`config.mk`:
```
export PLATFORM = sky130hd
export DESIGN_NAME = weighted_fixed_window_rate_limiter_flat
export DESIGN_NICKNAME = d
export VERILOG_FILES = /design/src/rtl/core/wfwrl_pkg.sv /design/src/rtl/core/wfwrl_req_if.sv /design/src/rtl/core/wfwrl_rsp_if.sv /design/src/rtl/core/weighted_fixed_window_rate_limiter.sv /design/src/flat_wrapper.sv
export SDC_FILE = /design/constraint.sdc
export NUM_CORES = 2
export LEC_CHECK = 0
export BUFFER_PORTS_ARGS = -buffer_cell sky130_fd_sc_hd__buf_2
export CORE_MARGIN = 4
export CORE_UTILIZATION = 40
export CTS_BUF_LIST = sky130_fd_sc_hd__clkbuf_2
export DETAILED_ROUTE_END_ITERATION = 6
export GPL_TIMING_DRIVEN = 1
export SLEW_MARGIN = 25
export SYNTH_ARGS = -nofsm -noshare
export SYNTH_HDL_FRONTEND = slang
export SYNTH_SLANG_ARGS = --single-unit
```
`constraint.sdc`:
```
create_clock -name clock -period 11.8 [get_ports clock]
set_clock_uncertainty 0.2 [all_clocks]
set_input_delay 0.59 -clock clock [delete_from_list [all_inputs] [get_ports clock]]
set_output_delay 0.59 -clock clock [all_outputs]
set_load 0.01 [all_outputs]
```
`src/rtl/core/wfwrl_pkg.sv`:
```
package wfwrl_pkg;

   localparam int TIME_BITS_DEF  = 32;
   localparam int COUNT_BITS_DEF = 32;

   localparam int FUNC_W      = 2;
   localparam int WEIGHT_W    = 16;
   localparam int CFG_W       = 32;
   localparam int ELAPSED_W   = 32;
   localparam int USED_W      = 32;
   localparam int TOTAL_W     = 48;
   localparam int CSR_INDEX_W = 3;

   typedef enum logic [FUNC_W-1:0] {
      FUNC_TICK    = 2'd0,
      FUNC_REQUEST = 2'd1,
      FUNC_ORDER   = 2'd2
   } func_type;

   typedef enum logic [CSR_INDEX_W-1:0] {
      CSR_REQUEST_WEIGHT_LIMIT   = 3'd0,
      CSR_REQUEST_WINDOW_SECONDS = 3'd1,
      CSR_ORDER_SHORT_LIMIT      = 3'd2,
      CSR_ORDER_SHORT_SECONDS    = 3'd3,
      CSR_ORDER_LONG_LIMIT       = 3'd4,
      CSR_ORDER_LONG_SECONDS     = 3'd5
   } csr_index_type;

   localparam logic [CFG_W-1:0] REQUEST_WEIGHT_LIMIT_RST   = 32'd1200;
   localparam logic [CFG_W-1:0] REQUEST_WINDOW_SECONDS_RST = 32'd60;
   localparam logic [CFG_W-1:0] ORDER_SHORT_LIMIT_RST      = 32'd10;
   localparam logic [CFG_W-1:0] ORDER_SHORT_SECONDS_RST    = 32'd1;
   localparam logic [CFG_W-1:0] ORDER_LONG_LIMIT_RST       = 32'd100000;
   localparam logic [CFG_W-1:0] ORDER_LONG_SECONDS_RST     = 32'd86400;

endpackage

```
`src/rtl/core/wfwrl_req_if.sv`:
```
interface wfwrl_req_if;
   import wfwrl_pkg::*;

   logic                valid;
   logic                ready;
   logic [FUNC_W-1:0]   func;
   logic [WEIGHT_W-1:0] weight;

   modport source (output valid, output func, output weight, input ready);
   modport sink (input valid, input func, input weight, output ready);
endinterface

```
`src/rtl/core/wfwrl_rsp_if.sv`:
```
interface wfwrl_rsp_if;
   import wfwrl_pkg::*;

   logic                 valid;
   logic                 ready;
   logic                 granted;
   logic [ELAPSED_W-1:0] elapsed_main;
   logic [ELAPSED_W-1:0] elapsed_long;
   logic [USED_W-1:0]    window_used;
   logic [TOTAL_W-1:0]   total_used;

   modport source (output valid, output granted, output elapsed_main, output elapsed_long,
                   output window_used, output total_used, input ready);
   modport sink (input valid, input granted, input elapsed_main, input elapsed_long,
                 input window_used, input total_used, output ready);
endinterface

```
`src/rtl/core/weighted_fixed_window_rate_limiter.sv`:
```
// Weighted fixed-window rate limiter with a request window and a short and
// a long order window.
// The req channel carries one transaction per tick, request call or order
// call; the rsp channel returns exactly one transaction for each, in order:
// the admission decision, the elapsed window times and the usage counters.
// Both channels use a valid/ready handshake. The csr port writes the six
// limit and window length registers and must only be used while idle.
// A transaction taken into the input register is decided when it moves on,
// and its result enters the output register; a stall can hold it in between.
// Throughput is one transaction per cycle while the receiver takes results,
// set by the single decision stage that reads and updates the window state.
// While the receiver stalls, the result is held, the input register still
// takes one more transaction, and then req.ready drops.
// Synchronous reset restores the register defaults, clears all windows,
// totals and the second counter, and empties both pipeline registers.
module weighted_fixed_window_rate_limiter #(
   parameter int TIME_BITS  = wfwrl_pkg::TIME_BITS_DEF,
   parameter int COUNT_BITS = wfwrl_pkg::COUNT_BITS_DEF
) (
   input  logic                                 clock,
   input  logic                                 reset,
   wfwrl_req_if.sink                            req,
   wfwrl_rsp_if.source                          rsp,
   input  logic                                 csr_we,
   input  logic [wfwrl_pkg::CSR_INDEX_W-1:0]    csr_index,
   input  logic [wfwrl_pkg::CFG_W-1:0]          csr_wdata
);
   import wfwrl_pkg::*;

   localparam int TW  = (TIME_BITS > CFG_W) ? TIME_BITS : CFG_W;
   localparam int CW  = ((COUNT_BITS > CFG_W) ? COUNT_BITS : CFG_W) + 1;
   localparam int CP1 = COUNT_BITS + 1;
   localparam int TP1 = TOTAL_W + 1;

   function automatic logic [COUNT_BITS-1:0] sat_count(input logic [COUNT_BITS-1:0] a,
                                                       input logic [WEIGHT_W-1:0] w);
      logic [CP1-1:0] s;
      s = {1'b0, a} + CP1'(w);
      return s[COUNT_BITS] ? {COUNT_BITS{1'b1}} : s[COUNT_BITS-1:0];
   endfunction

   function automatic logic [TOTAL_W-1:0] sat_total(input logic [TOTAL_W-1:0] a,
                                                    input logic [WEIGHT_W-1:0] w);
      logic [TP1-1:0] s;
      s = {1'b0, a} + TP1'(w);
      return s[TOTAL_W] ? {TOTAL_W{1'b1}} : s[TOTAL_W-1:0];
   endfunction

   logic [CFG_W-1:0] req_limit_ff, req_seconds_ff;
   logic [CFG_W-1:0] short_limit_ff, short_seconds_ff;
   logic [CFG_W-1:0] long_limit_ff, long_seconds_ff;

   logic [TIME_BITS-1:0]  seconds_now_ff, seconds_now_in;
   logic [TIME_BITS-1:0]  req_start_ff, req_start_in;
   logic                  req_started_ff, req_started_in;
   logic [COUNT_BITS-1:0] req_used_ff, req_used_in;
   logic [TOTAL_W-1:0]    req_total_ff, req_total_in;
   logic [TIME_BITS-1:0]  short_start_ff, short_start_in;
   logic                  short_started_ff, short_started_in;
   logic [COUNT_BITS-1:0] short_used_ff, short_used_in;
   logic [TOTAL_W-1:0]    short_total_ff, short_total_in;
   logic [TIME_BITS-1:0]  long_start_ff, long_start_in;
   logic                  long_started_ff, long_started_in;
   logic [COUNT_BITS-1:0] long_used_ff, long_used_in;
   logic [TOTAL_W-1:0]    long_total_ff, long_total_in;

   logic                in_valid_ff;
   logic [FUNC_W-1:0]   in_func_ff;
   logic [WEIGHT_W-1:0] in_weight_ff;

   logic                 out_valid_ff;
   logic                 out_granted_ff, out_granted_in;
   logic [ELAPSED_W-1:0] out_el_main_ff, out_el_main_in;
   logic [ELAPSED_W-1:0] out_el_long_ff, out_el_long_in;
   logic [USED_W-1:0]    out_used_ff, out_used_in;
   logic [TOTAL_W-1:0]   out_total_ff, out_total_in;

   logic advance;
   logic accept_in;

   logic [TIME_BITS-1:0] req_span, short_span, long_span;
   logic [TW-1:0]        req_span_x, short_span_x, long_span_x;
   logic                 req_deny, req_clear;
   logic                 short_deny, short_clear;
   logic                 long_over, long_clear;
   logic                 high_block;
   logic [COUNT_BITS-1:0] short_base, long_base, req_base;

   assign advance   = in_valid_ff && (!out_valid_ff || rsp.ready);
   assign req.ready = !in_valid_ff || advance;
   assign accept_in = req.valid && req.ready;

   assign rsp.valid        = out_valid_ff;
   assign rsp.granted      = out_granted_ff;
   assign rsp.elapsed_main = out_el_main_ff;
   assign rsp.elapsed_long = out_el_long_ff;
   assign rsp.window_used  = out_used_ff;
   assign rsp.total_used   = out_total_ff;

   // A window that has not started yet opens now, so its span is zero.
   assign req_span   = req_started_ff   ? seconds_now_ff - req_start_ff   : '0;
   assign short_span = short_started_ff ? seconds_now_ff - short_start_ff : '0;
   assign long_span  = long_started_ff  ? seconds_now_ff - long_start_ff  : '0;

   assign req_span_x   = TW'(req_span);
   assign short_span_x = TW'(short_span);
   assign long_span_x  = TW'(long_span);

   assign req_deny = (req_span_x < TW'(req_seconds_ff))
                     && ((CW'(req_used_ff) + CW'(in_weight_ff)) > CW'(req_limit_ff));
   assign req_clear = (req_span_x > TW'(req_seconds_ff))
                      && (CW'(req_used_ff) < CW'(req_limit_ff));
   assign short_deny = (short_span_x < TW'(short_seconds_ff))
                       && ((CW'(short_used_ff) + CW'(in_weight_ff)) > CW'(short_limit_ff));
   assign short_clear = (short_span_x > TW'(short_seconds_ff))
                        && (CW'(short_used_ff) < CW'(short_limit_ff));
   assign long_over  = (long_span_x < TW'(long_seconds_ff))
                       && (CW'(long_used_ff) > CW'(long_limit_ff));
   assign long_clear = long_span_x > TW'(long_seconds_ff);
   assign high_block = long_over && !long_clear;

   assign req_base   = req_clear   ? '0 : req_used_ff;
   assign short_base = short_clear ? '0 : short_used_ff;
   assign long_base  = long_clear  ? '0 : long_used_ff;

   always_comb begin
      seconds_now_in   = seconds_now_ff;
      req_start_in     = req_start_ff;
      req_started_in   = req_started_ff;
      req_used_in      = req_used_ff;
      req_total_in     = req_total_ff;
      short_start_in   = short_start_ff;
      short_started_in = short_started_ff;
      short_used_in    = short_used_ff;
      short_total_in   = short_total_ff;
      long_start_in    = long_start_ff;
      long_started_in  = long_started_ff;
      long_used_in     = long_used_ff;
      long_total_in    = long_total_ff;
      out_granted_in   = 1'b0;
      out_el_main_in   = '0;
      out_el_long_in   = '0;
      out_used_in      = '0;
      out_total_in     = '0;
      unique case (func_type'(in_func_ff))
         FUNC_TICK: begin
            seconds_now_in = seconds_now_ff + TIME_BITS'(1);
         end
         FUNC_REQUEST: begin
            req_started_in = 1'b1;
            req_start_in   = req_started_ff ? req_start_ff : seconds_now_ff;
            out_el_main_in = req_span_x[ELAPSED_W-1:0];
            if (!req_deny) begin
               if (req_clear) begin
                  req_started_in = 1'b0;
               end
               req_used_in    = sat_count(req_base, in_weight_ff);
               req_total_in   = sat_total(req_total_ff, in_weight_ff);
               out_granted_in = 1'b1;
            end
            out_used_in  = USED_W'(req_used_in);
            out_total_in = req_total_in;
         end
         FUNC_ORDER: begin
            short_started_in = 1'b1;
            short_start_in   = short_started_ff ? short_start_ff : seconds_now_ff;
            long_started_in  = 1'b1;
            long_start_in    = long_started_ff ? long_start_ff : seconds_now_ff;
            out_el_main_in   = short_span_x[ELAPSED_W-1:0];
            out_el_long_in   = long_span_x[ELAPSED_W-1:0];
            if (!short_deny) begin
               if (short_clear) begin
                  short_used_in    = '0;
                  short_started_in = 1'b0;
               end
               if (long_clear) begin
                  long_used_in    = '0;
                  long_started_in = 1'b0;
               end
               if (!high_block) begin
                  short_used_in  = sat_count(short_base, in_weight_ff);
                  short_total_in = sat_total(short_total_ff, in_weight_ff);
                  long_used_in   = sat_count(long_base, in_weight_ff);
                  long_total_in  = sat_total(long_total_ff, in_weight_ff);
                  out_granted_in = 1'b1;
               end
            end
            out_used_in  = USED_W'(short_used_in);
            out_total_in = short_total_in;
         end
         default: begin
         end
      endcase
   end

   always_ff @(posedge clock) begin
      if (reset) begin
         req_limit_ff     <= REQUEST_WEIGHT_LIMIT_RST;
         req_seconds_ff   <= REQUEST_WINDOW_SECONDS_RST;
         short_limit_ff   <= ORDER_SHORT_LIMIT_RST;
         short_seconds_ff <= ORDER_SHORT_SECONDS_RST;
         long_limit_ff    <= ORDER_LONG_LIMIT_RST;
         long_seconds_ff  <= ORDER_LONG_SECONDS_RST;
      end else if (csr_we) begin
         unique case (csr_index_type'(csr_index))
            CSR_REQUEST_WEIGHT_LIMIT:   req_limit_ff     <= csr_wdata;
            CSR_REQUEST_WINDOW_SECONDS: req_seconds_ff   <= csr_wdata;
            CSR_ORDER_SHORT_LIMIT:      short_limit_ff   <= csr_wdata;
            CSR_ORDER_SHORT_SECONDS:    short_seconds_ff <= csr_wdata;
            CSR_ORDER_LONG_LIMIT:       long_limit_ff    <= csr_wdata;
            CSR_ORDER_LONG_SECONDS:     long_seconds_ff  <= csr_wdata;
            default: begin
            end
         endcase
      end
   end

   always_ff @(posedge clock) begin
      if (reset) begin
         seconds_now_ff   <= '0;
         req_start_ff     <= '0;
         req_started_ff   <= 1'b0;
         req_used_ff      <= '0;
         req_total_ff     <= '0;
         short_start_ff   <= '0;
         short_started_ff <= 1'b0;
         short_used_ff    <= '0;
         short_total_ff   <= '0;
         long_start_ff    <= '0;
         long_started_ff  <= 1'b0;
         long_used_ff     <= '0;
         long_total_ff    <= '0;
      end else if (advance) begin
         seconds_now_ff   <= seconds_now_in;
         req_start_ff     <= req_start_in;
         req_started_ff   <= req_started_in;
         req_used_ff      <= req_used_in;
         req_total_ff     <= req_total_in;
         short_start_ff   <= short_start_in;
         short_started_ff <= short_started_in;
         short_used_ff    <= short_used_in;
         short_total_ff   <= short_total_in;
         long_start_ff    <= long_start_in;
         long_started_ff  <= long_started_in;
         long_used_ff     <= long_used_in;
         long_total_ff    <= long_total_in;
      end
   end

   always_ff @(posedge clock) begin
      if (reset) begin
         in_valid_ff  <= 1'b0;
         out_valid_ff <= 1'b0;
      end else begin
         if (accept_in) begin
            in_valid_ff <= 1'b1;
         end else if (advance) begin
            in_valid_ff <= 1'b0;
         end
         if (advance) begin
            out_valid_ff <= 1'b1;
         end else if (rsp.ready) begin
            out_valid_ff <= 1'b0;
         end
      end
   end

   always_ff @(posedge clock) begin
      if (accept_in) begin
         in_func_ff   <= req.func;
         in_weight_ff <= req.weight;
      end
      if (advance) begin
         out_granted_ff <= out_granted_in;
         out_el_main_ff <= out_el_main_in;
         out_el_long_ff <= out_el_long_in;
         out_used_ff    <= out_used_in;
         out_total_ff   <= out_total_in;
      end
   end

endmodule

```
`src/flat_wrapper.sv`:
```
// flat-port wrapper written by rule: the top's interface ports become plain ports
module weighted_fixed_window_rate_limiter_flat import wfwrl_pkg::*;
#(
   parameter int TIME_BITS  = wfwrl_pkg::TIME_BITS_DEF,
   parameter int COUNT_BITS = wfwrl_pkg::COUNT_BITS_DEF
)
  (clock, reset, csr_we, csr_index, csr_wdata, req_valid, req_func, req_weight, req_ready, rsp_valid, rsp_granted, rsp_elapsed_main, rsp_elapsed_long, rsp_window_used, rsp_total_used, rsp_ready);
  wfwrl_req_if req_i ();
  wfwrl_rsp_if rsp_i ();
  input  logic clock;
  input  logic reset;
  input  logic csr_we;
  input  logic [wfwrl_pkg::CSR_INDEX_W-1:0] csr_index;
  input  logic [wfwrl_pkg::CFG_W-1:0] csr_wdata;
  input wire logic [$bits(req_i.valid)-1:0] req_valid;
  input wire logic [$bits(req_i.func)-1:0] req_func;
  input wire logic [$bits(req_i.weight)-1:0] req_weight;
  output wire logic [$bits(req_i.ready)-1:0] req_ready;
  output wire logic [$bits(rsp_i.valid)-1:0] rsp_valid;
  output wire logic [$bits(rsp_i.granted)-1:0] rsp_granted;
  output wire logic [$bits(rsp_i.elapsed_main)-1:0] rsp_elapsed_main;
  output wire logic [$bits(rsp_i.elapsed_long)-1:0] rsp_elapsed_long;
  output wire logic [$bits(rsp_i.window_used)-1:0] rsp_window_used;
  output wire logic [$bits(rsp_i.total_used)-1:0] rsp_total_used;
  input wire logic [$bits(rsp_i.ready)-1:0] rsp_ready;
  assign req_i.valid = req_valid;
  assign req_i.func = req_func;
  assign req_i.weight = req_weight;
  assign req_ready = req_i.ready;
  assign rsp_valid = rsp_i.valid;
  assign rsp_granted = rsp_i.granted;
  assign rsp_elapsed_main = rsp_i.elapsed_main;
  assign rsp_elapsed_long = rsp_i.elapsed_long;
  assign rsp_window_used = rsp_i.window_used;
  assign rsp_total_used = rsp_i.total_used;
  assign rsp_i.ready = rsp_ready;
  weighted_fixed_window_rate_limiter #(.TIME_BITS(TIME_BITS), .COUNT_BITS(COUNT_BITS)) u_core (.clock(clock), .reset(reset), .req(req_i), .rsp(rsp_i), .csr_we(csr_we), .csr_index(csr_index), .csr_wdata(csr_wdata));
endmodule
```
# After elaboration in Yosys (flattened, before gate mapping)
# Index checks and enable logic that the tools add are counted.
[totals]
register_bits = 680
inputBits = 58
out_inout_bits = 147
wordCells = 125
[op_classes]
n_eq_ne = 7
bitwise_logic = 4
n_reduce_logical = 30
mux = 35
order_cmp = 11
add_sub_neg = 11
[ops]
columns = ["cell", "count"]
rows = [
  ["$mux 32", 13],
  ["$mux 48", 5],
  ["$add 32x16->33", 5],
  ["$lt 32x32->1", 5],
  ["$gt 32x32->1", 4],
  ["$pmux 32 s2", 2],
  ["$add 48x16->49", 2],
  ["$pmux 48 s2", 1],
  ["$sub 32x32->32", 3],
  ["$gt 33x32->1", 2],
  ["$add 32x1->32 const B", 1],
  ["$reduce_and 2->1", 9],
  ["$mux 1", 13],
  ["$reduce_and 3->1", 4],
  ["$logic_and 1x1->1", 8],
  ["$eq 3x2->1 const B", 2],
  ["$eq 3x3->1 const B", 2],
  ["$not 1->1", 4],
  ["$reduce_bool 2->1", 2],
  ["$eq 3x1->1 const B", 1],
  ["$logic_not 1->1", 3],
  ["$logic_not 3->1", 1],
  ["$eq 2x1->1 const B", 1],
  ["$eq 2x2->1 const B", 1],
  ["other kinds (3)", 4],
]

# Logic depth before layout (Yosys ltp)
[logic_depth]
word_depth = 10
depth_mapped = 39
depth_no_buf = 35

# Worst setup path after synthesis
# OpenSTA, ideal clock, no wires.
[synth_path]
path_kind = "register -> register"
from = "reg u_core.seconds_now_ff[0]"
to = "reg u_core.out_used_ff[18], in the netlist u_core.rsp.window_used[18] (data pin)"
n_path_buf = 3
arrival_time_ps = 7838
path_slack_ps = 3503
synth_period_minus_slack_ps = 8297
t_required_ps = 11341
setup_ps = 259
stages_incl_launch_ff = 39
path_cell_list = "dfxtp_1 > inv_1 > ha_1 > inv_1 > fa_1 > a211oi_1 > o21ai_1 > a21oi_1 > o21ai_1 > a31oi_1 > o21ai_1 > a311o_1 > a21oi_1 > xnor2_1 > and2_1 > ha_1 > and3_1 > nand3_1 > [3 not listed] > o2111ai_1 > nor2_2 > buf_2 > clkbuf_1 > nor2b_1 > ha_1 > fa_1 > a211oi_1 > o21bai_1 > o211ai_1 > a41oi_1 > o21ai_0 > a21o_1 > clkbuf_1 > nor2_1 > a31oi_1 > nor3_1 > a211o_1"
[synth_via]
elab_chain_cells = 10
word_cells_on_any_way = 29
classes_between = "5 x add/sub; 6 x order compare; 11 x mux; 7 x reduce/logical"
[synth_lines]
columns = ["element", "line", "source"]
rows = [
  ["start, declared", "weighted_fixed_window_rate_limiter.sv:53", "logic [TIME_BITS-1:0] seconds_now_ff, seconds_now_in;"],
  ["start signal, assigned", "weighted_fixed_window_rate_limiter.sv:234", "seconds_now_ff <= seconds_now_in;"],
  ["$sub 32x32->32", "weighted_fixed_window_rate_limiter.sv:102", "assign short_span = short_started_ff ? seconds_now_ff - short_start_ff : '0;"],
  ["$mux 32", "weighted_fixed_window_rate_limiter.sv:102", ""],
  ["$gt 32x32->1", "weighted_fixed_window_rate_limiter.sv:115", "assign short_clear = (short_span_x > TW'(short_seconds_ff))"],
  ["$logic_and 1x1->1", "weighted_fixed_window_rate_limiter.sv:116", "&& (CW'(short_used_ff) < CW'(short_limit_ff));"],
  ["$mux 32", "weighted_fixed_window_rate_limiter.sv:123, weighted_fixed_window_rate_limiter.sv:172", ""],
  ["$add 32x16->33", "weighted_fixed_window_rate_limiter.sv:38", "s = {1'b0, a} + CP1'(w);"],
  ["$mux 32", "weighted_fixed_window_rate_limiter.sv:39", "return s[COUNT_BITS] ? {COUNT_BITS{1'b1}} : s[COUNT_BITS-1:0];"],
  ["$mux 32", "weighted_fixed_window_rate_limiter.sv:180", "if (!high_block) begin"],
  ["$mux 32", "weighted_fixed_window_rate_limiter.sv:171", "if (!short_deny) begin"],
  ["$pmux 32 s2 *", "weighted_fixed_window_rate_limiter.sv:145", "unique case (func_type'(in_func_ff))"],
  ["net u_core.out_used_in[18]", "weighted_fixed_window_rate_limiter.sv:75", "logic [USED_W-1:0] out_used_ff, out_used_in;"],
  ["end signal, assigned", "weighted_fixed_window_rate_limiter.sv:277", "out_used_ff <= out_used_in;"],
  ["end, declared", "weighted_fixed_window_rate_limiter.sv:75", ""],
]
# The timed path passes the listed nets; every way through them passes the cells marked *.
# A chain may end at the register's enable or synchronous reset.

# Final worst setup path
[layout_path]
from = "reg u_core.seconds_now_ff[0]"
to = "reg u_core.out_used_ff[16], in the netlist u_core.rsp.window_used[16] (data pin)"
# Same word-level chain as after synthesis.

==> run summary <==
The run gives 0.3161 as the worst slew slack as a fraction of its limit. Number of pins exceeding their max-slew limit in the final report: 0. The largest fanout on the critical path came out at 22. Data arrives at the worst endpoint at 11.37 ns. The combinational fraction of design power was 0.184; the overall routing resource usage was 0.2584.

The Yosys step of the flow raised 0 warnings. The number of buffers added to fix hold violations after cts is 154, and the number of vias per cell is 5.697. Yosys mapped a number of flops with a built-in enable equal to 163.

The final worst setup slack is 1.454 ns, and the post-synthesis net count is 6326. STA classifies the critical path startpoint as a flop. The analysis attributes to cell leakage a power of 0.02078 µW. The logs give 0.475 for the portion of total power attributed to sequential cells and 1.56 ns for the source-to-sink clock delay at the later pin of the worst-skew pair. The maximum clock rate is 96.65 MHz. Library cell contributing the largest single delay on the critical path: nor4_1. In the layout the commonest cells are 859 x nand2_1, 616 x a21oi_1, 515 x dfxtp_1, 462 x ha_1, 392 x nor2_1. The part of the power in the clock network is 0.342, and the number of distinct library cell variants in the gate-level netlist after synthesis is 100.

The share of cells above drive strength 1 is 0.1063, and the cell row count is 124. After the first detailed-routing iteration, the DRC count stood at 4007. Setup slack on the worst reg-to-reg path comes out at 1.45 ns.

After clock tree synthesis, the clock-pin slew on the worst setup and hold paths is 0.11 ns. Post-synthesis register bit count: 680. In this run the number of H-tree levels came out at 4.

The logs give 205 for the number of I/O pins and 244.7 mm for the first-pass GRT wire length. In this run the power density over the cells is 101.3 nW/µm². The run gives 0 as the quantity of gates resized following cts.

For this design, the sink count on the clock tree is 680. Mean instance size in the synthesized netlist: 7.977 µm². After synthesis the cells add up to 46230 µm². The synthesized design spends more area on one cell type than any other, namely dfxtp_1.

Growth of design area from synthesis to finish: 12.35%. Share of async-settable or async-resettable flops after synthesis: 0. Across the VDD grid, the largest voltage drop is 0.00006036 V.

Count of port buffers added during placement: 204. The tools report the required time reported for the critical path endpoint as 12.83 ns. For this design the total switching power over the nets is 1829 µW.

The number of setup violations in the final report was 0; the fraction of synthesized cell area taken by the top area cell type was 0.2239. The fraction of power spent switching nets is 0.3476, and the final hold violation count is 0. TritonCTS built the clock tree. The tools report the number of clock buffers inserted by TritonCTS as 189. The tools report the placer congestion estimate as 0.9462. Entering global routing, the biggest net connects 167 pins. Post-synthesis sequential area ratio: 0.3298. The worst path needs 10.35 ns of the cycle, external delays included. For the setup TNS, the log shows 0 ns. After detailed placement, the total cell area comes to 48580 µm².

The region available for standard cell placement spans 114500 µm². Detailed placement finished with a half-perimeter wire length of 116.5 mm. Gate count of the mapped netlist: 5795. In the routed design, unresolved DRC markers number 0. The run gives 0 as the total setup buffers inserted after CTS. For the number of optimization iterations in the first detailed-route pass, the log shows 6. Summed over all layers, the routed wires come to 161.8 mm. The count of nets left with antenna violations once routing finished came out at 0. The worst hold path belongs to the class input pin to flop. Setup repair after global routing left no endpoint under its margin. The die is 348.0 µm wide. For the pin with the worst max-slew slack, the measured transition is 1.017 ns. The initial core utilization was 0.4037; the number of violations of the max-capacitance limit was 0. The stage delay of the slowest cell on the critical path is 0.91 ns. Critical path class: flop to flop. The floorplan step defined a die boundary enclosing 121100 µm². Detailed routing inserted a total of 44.39k vias. Internal power comes to 3432 µW. The most used flip-flop cell after synthesis was dfxtp_1. The tools report the overall overflow remaining after global route as 0.

Via count of the first global-routing pass: 41.44k. The run gives 8 as the initial antenna violation count. The flow ran to the end, and the final reports show no timing, DRC or antenna violations.

Prior to clock tree synthesis, the placed netlist has a worst setup slack of 1.838 ns. The net total in the final layout came out at 6650. Summing all non-filler instances in the final layout gives an area of 51940 µm². Leaving out fill and tap cells, the most frequent cell in the layout is nand2_1.

The routed wire length per instance came out at 20.77 µm. The floorplan die height works out to 348.0 µm. The clock tree buffer depth is 3. Yosys attributes the largest share of cell area to dfxtp_1 22%, ha_1 13%, edfxtp_1 11%. CTS placed an instance of clkbuf_2 at the clock tree root. Total of fill cells in the finished design: 11.70k. The category of the worst setup path capture point is a flop.

Part of the cycle the worst path needs: 0.8768.
## cells in the mapped netlist (all sizes together) (127+ instances only)
library cell / number
xnor2: 127
inv: 365
edfxtp: 163
nor2: 405
nand2: 868
nand3: 132
nor3: 141
ha: 463
a21o: 149
a21oi: 617
dfxtp: 517
clkbuf: 232
o21ai: 261
## final timing paths
check	from	to	cells after the start
worst min-delay path	csr_we	u_core.long_limit_ff[18]	7
worst max register to register	u_core.seconds_now_ff[0]	u_core.rsp.window_used[16]	33
worst min register to register	u_core.long_limit_ff[14]	u_core.long_limit_ff[14]	2
worst max-delay path	u_core.seconds_now_ff[0]	u_core.rsp.window_used[16]	33
## final cells by class
class	instances	area, µm²	share of cell area
timing repair buffer	419	3070	0.05912
clock inverter	69	371.6	0.007155
sequential	680	15250	0.2936
tap	1512	1892	0.03643
clock buffer	278	1391	0.02679
inverter	365	1370	0.02638
antenna	5	12.51	0.0002409
multi-input combinational	4464	28580	0.5503
## worst max-delay path: cells and delay by family, from the launching register on
family	cells	cell delay [ns]
DFF	1	0.40
and+or+nand+nor	6	2.26
adders and majority gates	5	1.46
buffers and inverters	3	0.52
AOI/OAI and AO/OA	19	5.16
## power groups by stage
stage	registers [µW]	clock network, µW	logic (µW)
after CTS	2500	1860	952
after global routing	2500	1980	1050
after global placement	2550	0	900
after detailed placement	2550	0	907
final	2500	1800	966
after floorplan	2540	0	594
## routing by layer
| metal | track usage | wire (µm) | vias up |
|---|---|---|---|
| met2 | 0.4086 | 71940 | 1625 |
| met3 | 0.04550 | 11510 | 277 |
| met1 | 0.3526 | 72780 | 21018 |
| met5 | 0 | 13 | - |
| met4 | 0.09890 | 5604 | 2 |
| li1 | - | - | 21470 |
## cell families after synthesis
family / synth area share
and+or+nand+nor: 0.2130
muxes: 0.007795
DFF: 0.3298
xor gates and xnor gates: 0.04395
AOI/OAI and AO/OA: 0.2213
adders and majority gates: 0.1296
buffers and inverters: 0.05451
## stage by stage
step	power, µW	utilization	hold slack, ns	cells
5_1_grt	5536	0.4536	0.1686	7792
2_1_floorplan	3133	-	0.2363	5795
3_3_place_gp	3449	0.4243	0.2418	7286
3_5_place_dp	3457	0.4243	0.2465	7286
6_report	5260	0.4536	0.2282	7792
4_1_cts	5312	0.4534	0.008733	7787
## state kept, by name, summed over array words and instances (netlist names), 2 cells and up
name / cells
u_core.req_total_ff: 48
u_core.req_seconds_ff: 32
u_core.rsp.elapsed_main: 32
u_core.long_seconds_ff: 32
u_core.seconds_now_ff: 32
u_core.short_start_ff: 32
u_core.long_used_ff: 32
u_core.req_limit_ff: 32
u_core.short_seconds_ff: 32
u_core.rsp.total_used: 48
u_core.rsp.elapsed_long: 32
u_core.long_limit_ff: 32
u_core.short_limit_ff: 32
u_core.in_func_ff: 2
u_core.rsp.window_used: 32
u_core.short_total_ff: 48
u_core.req_start_ff: 32
u_core.in_weight_ff: 16
u_core.long_start_ff: 32
u_core.short_used_ff: 32
u_core.req_used_ff: 32
No activity file was read; power rests on OpenSTA's default activity.
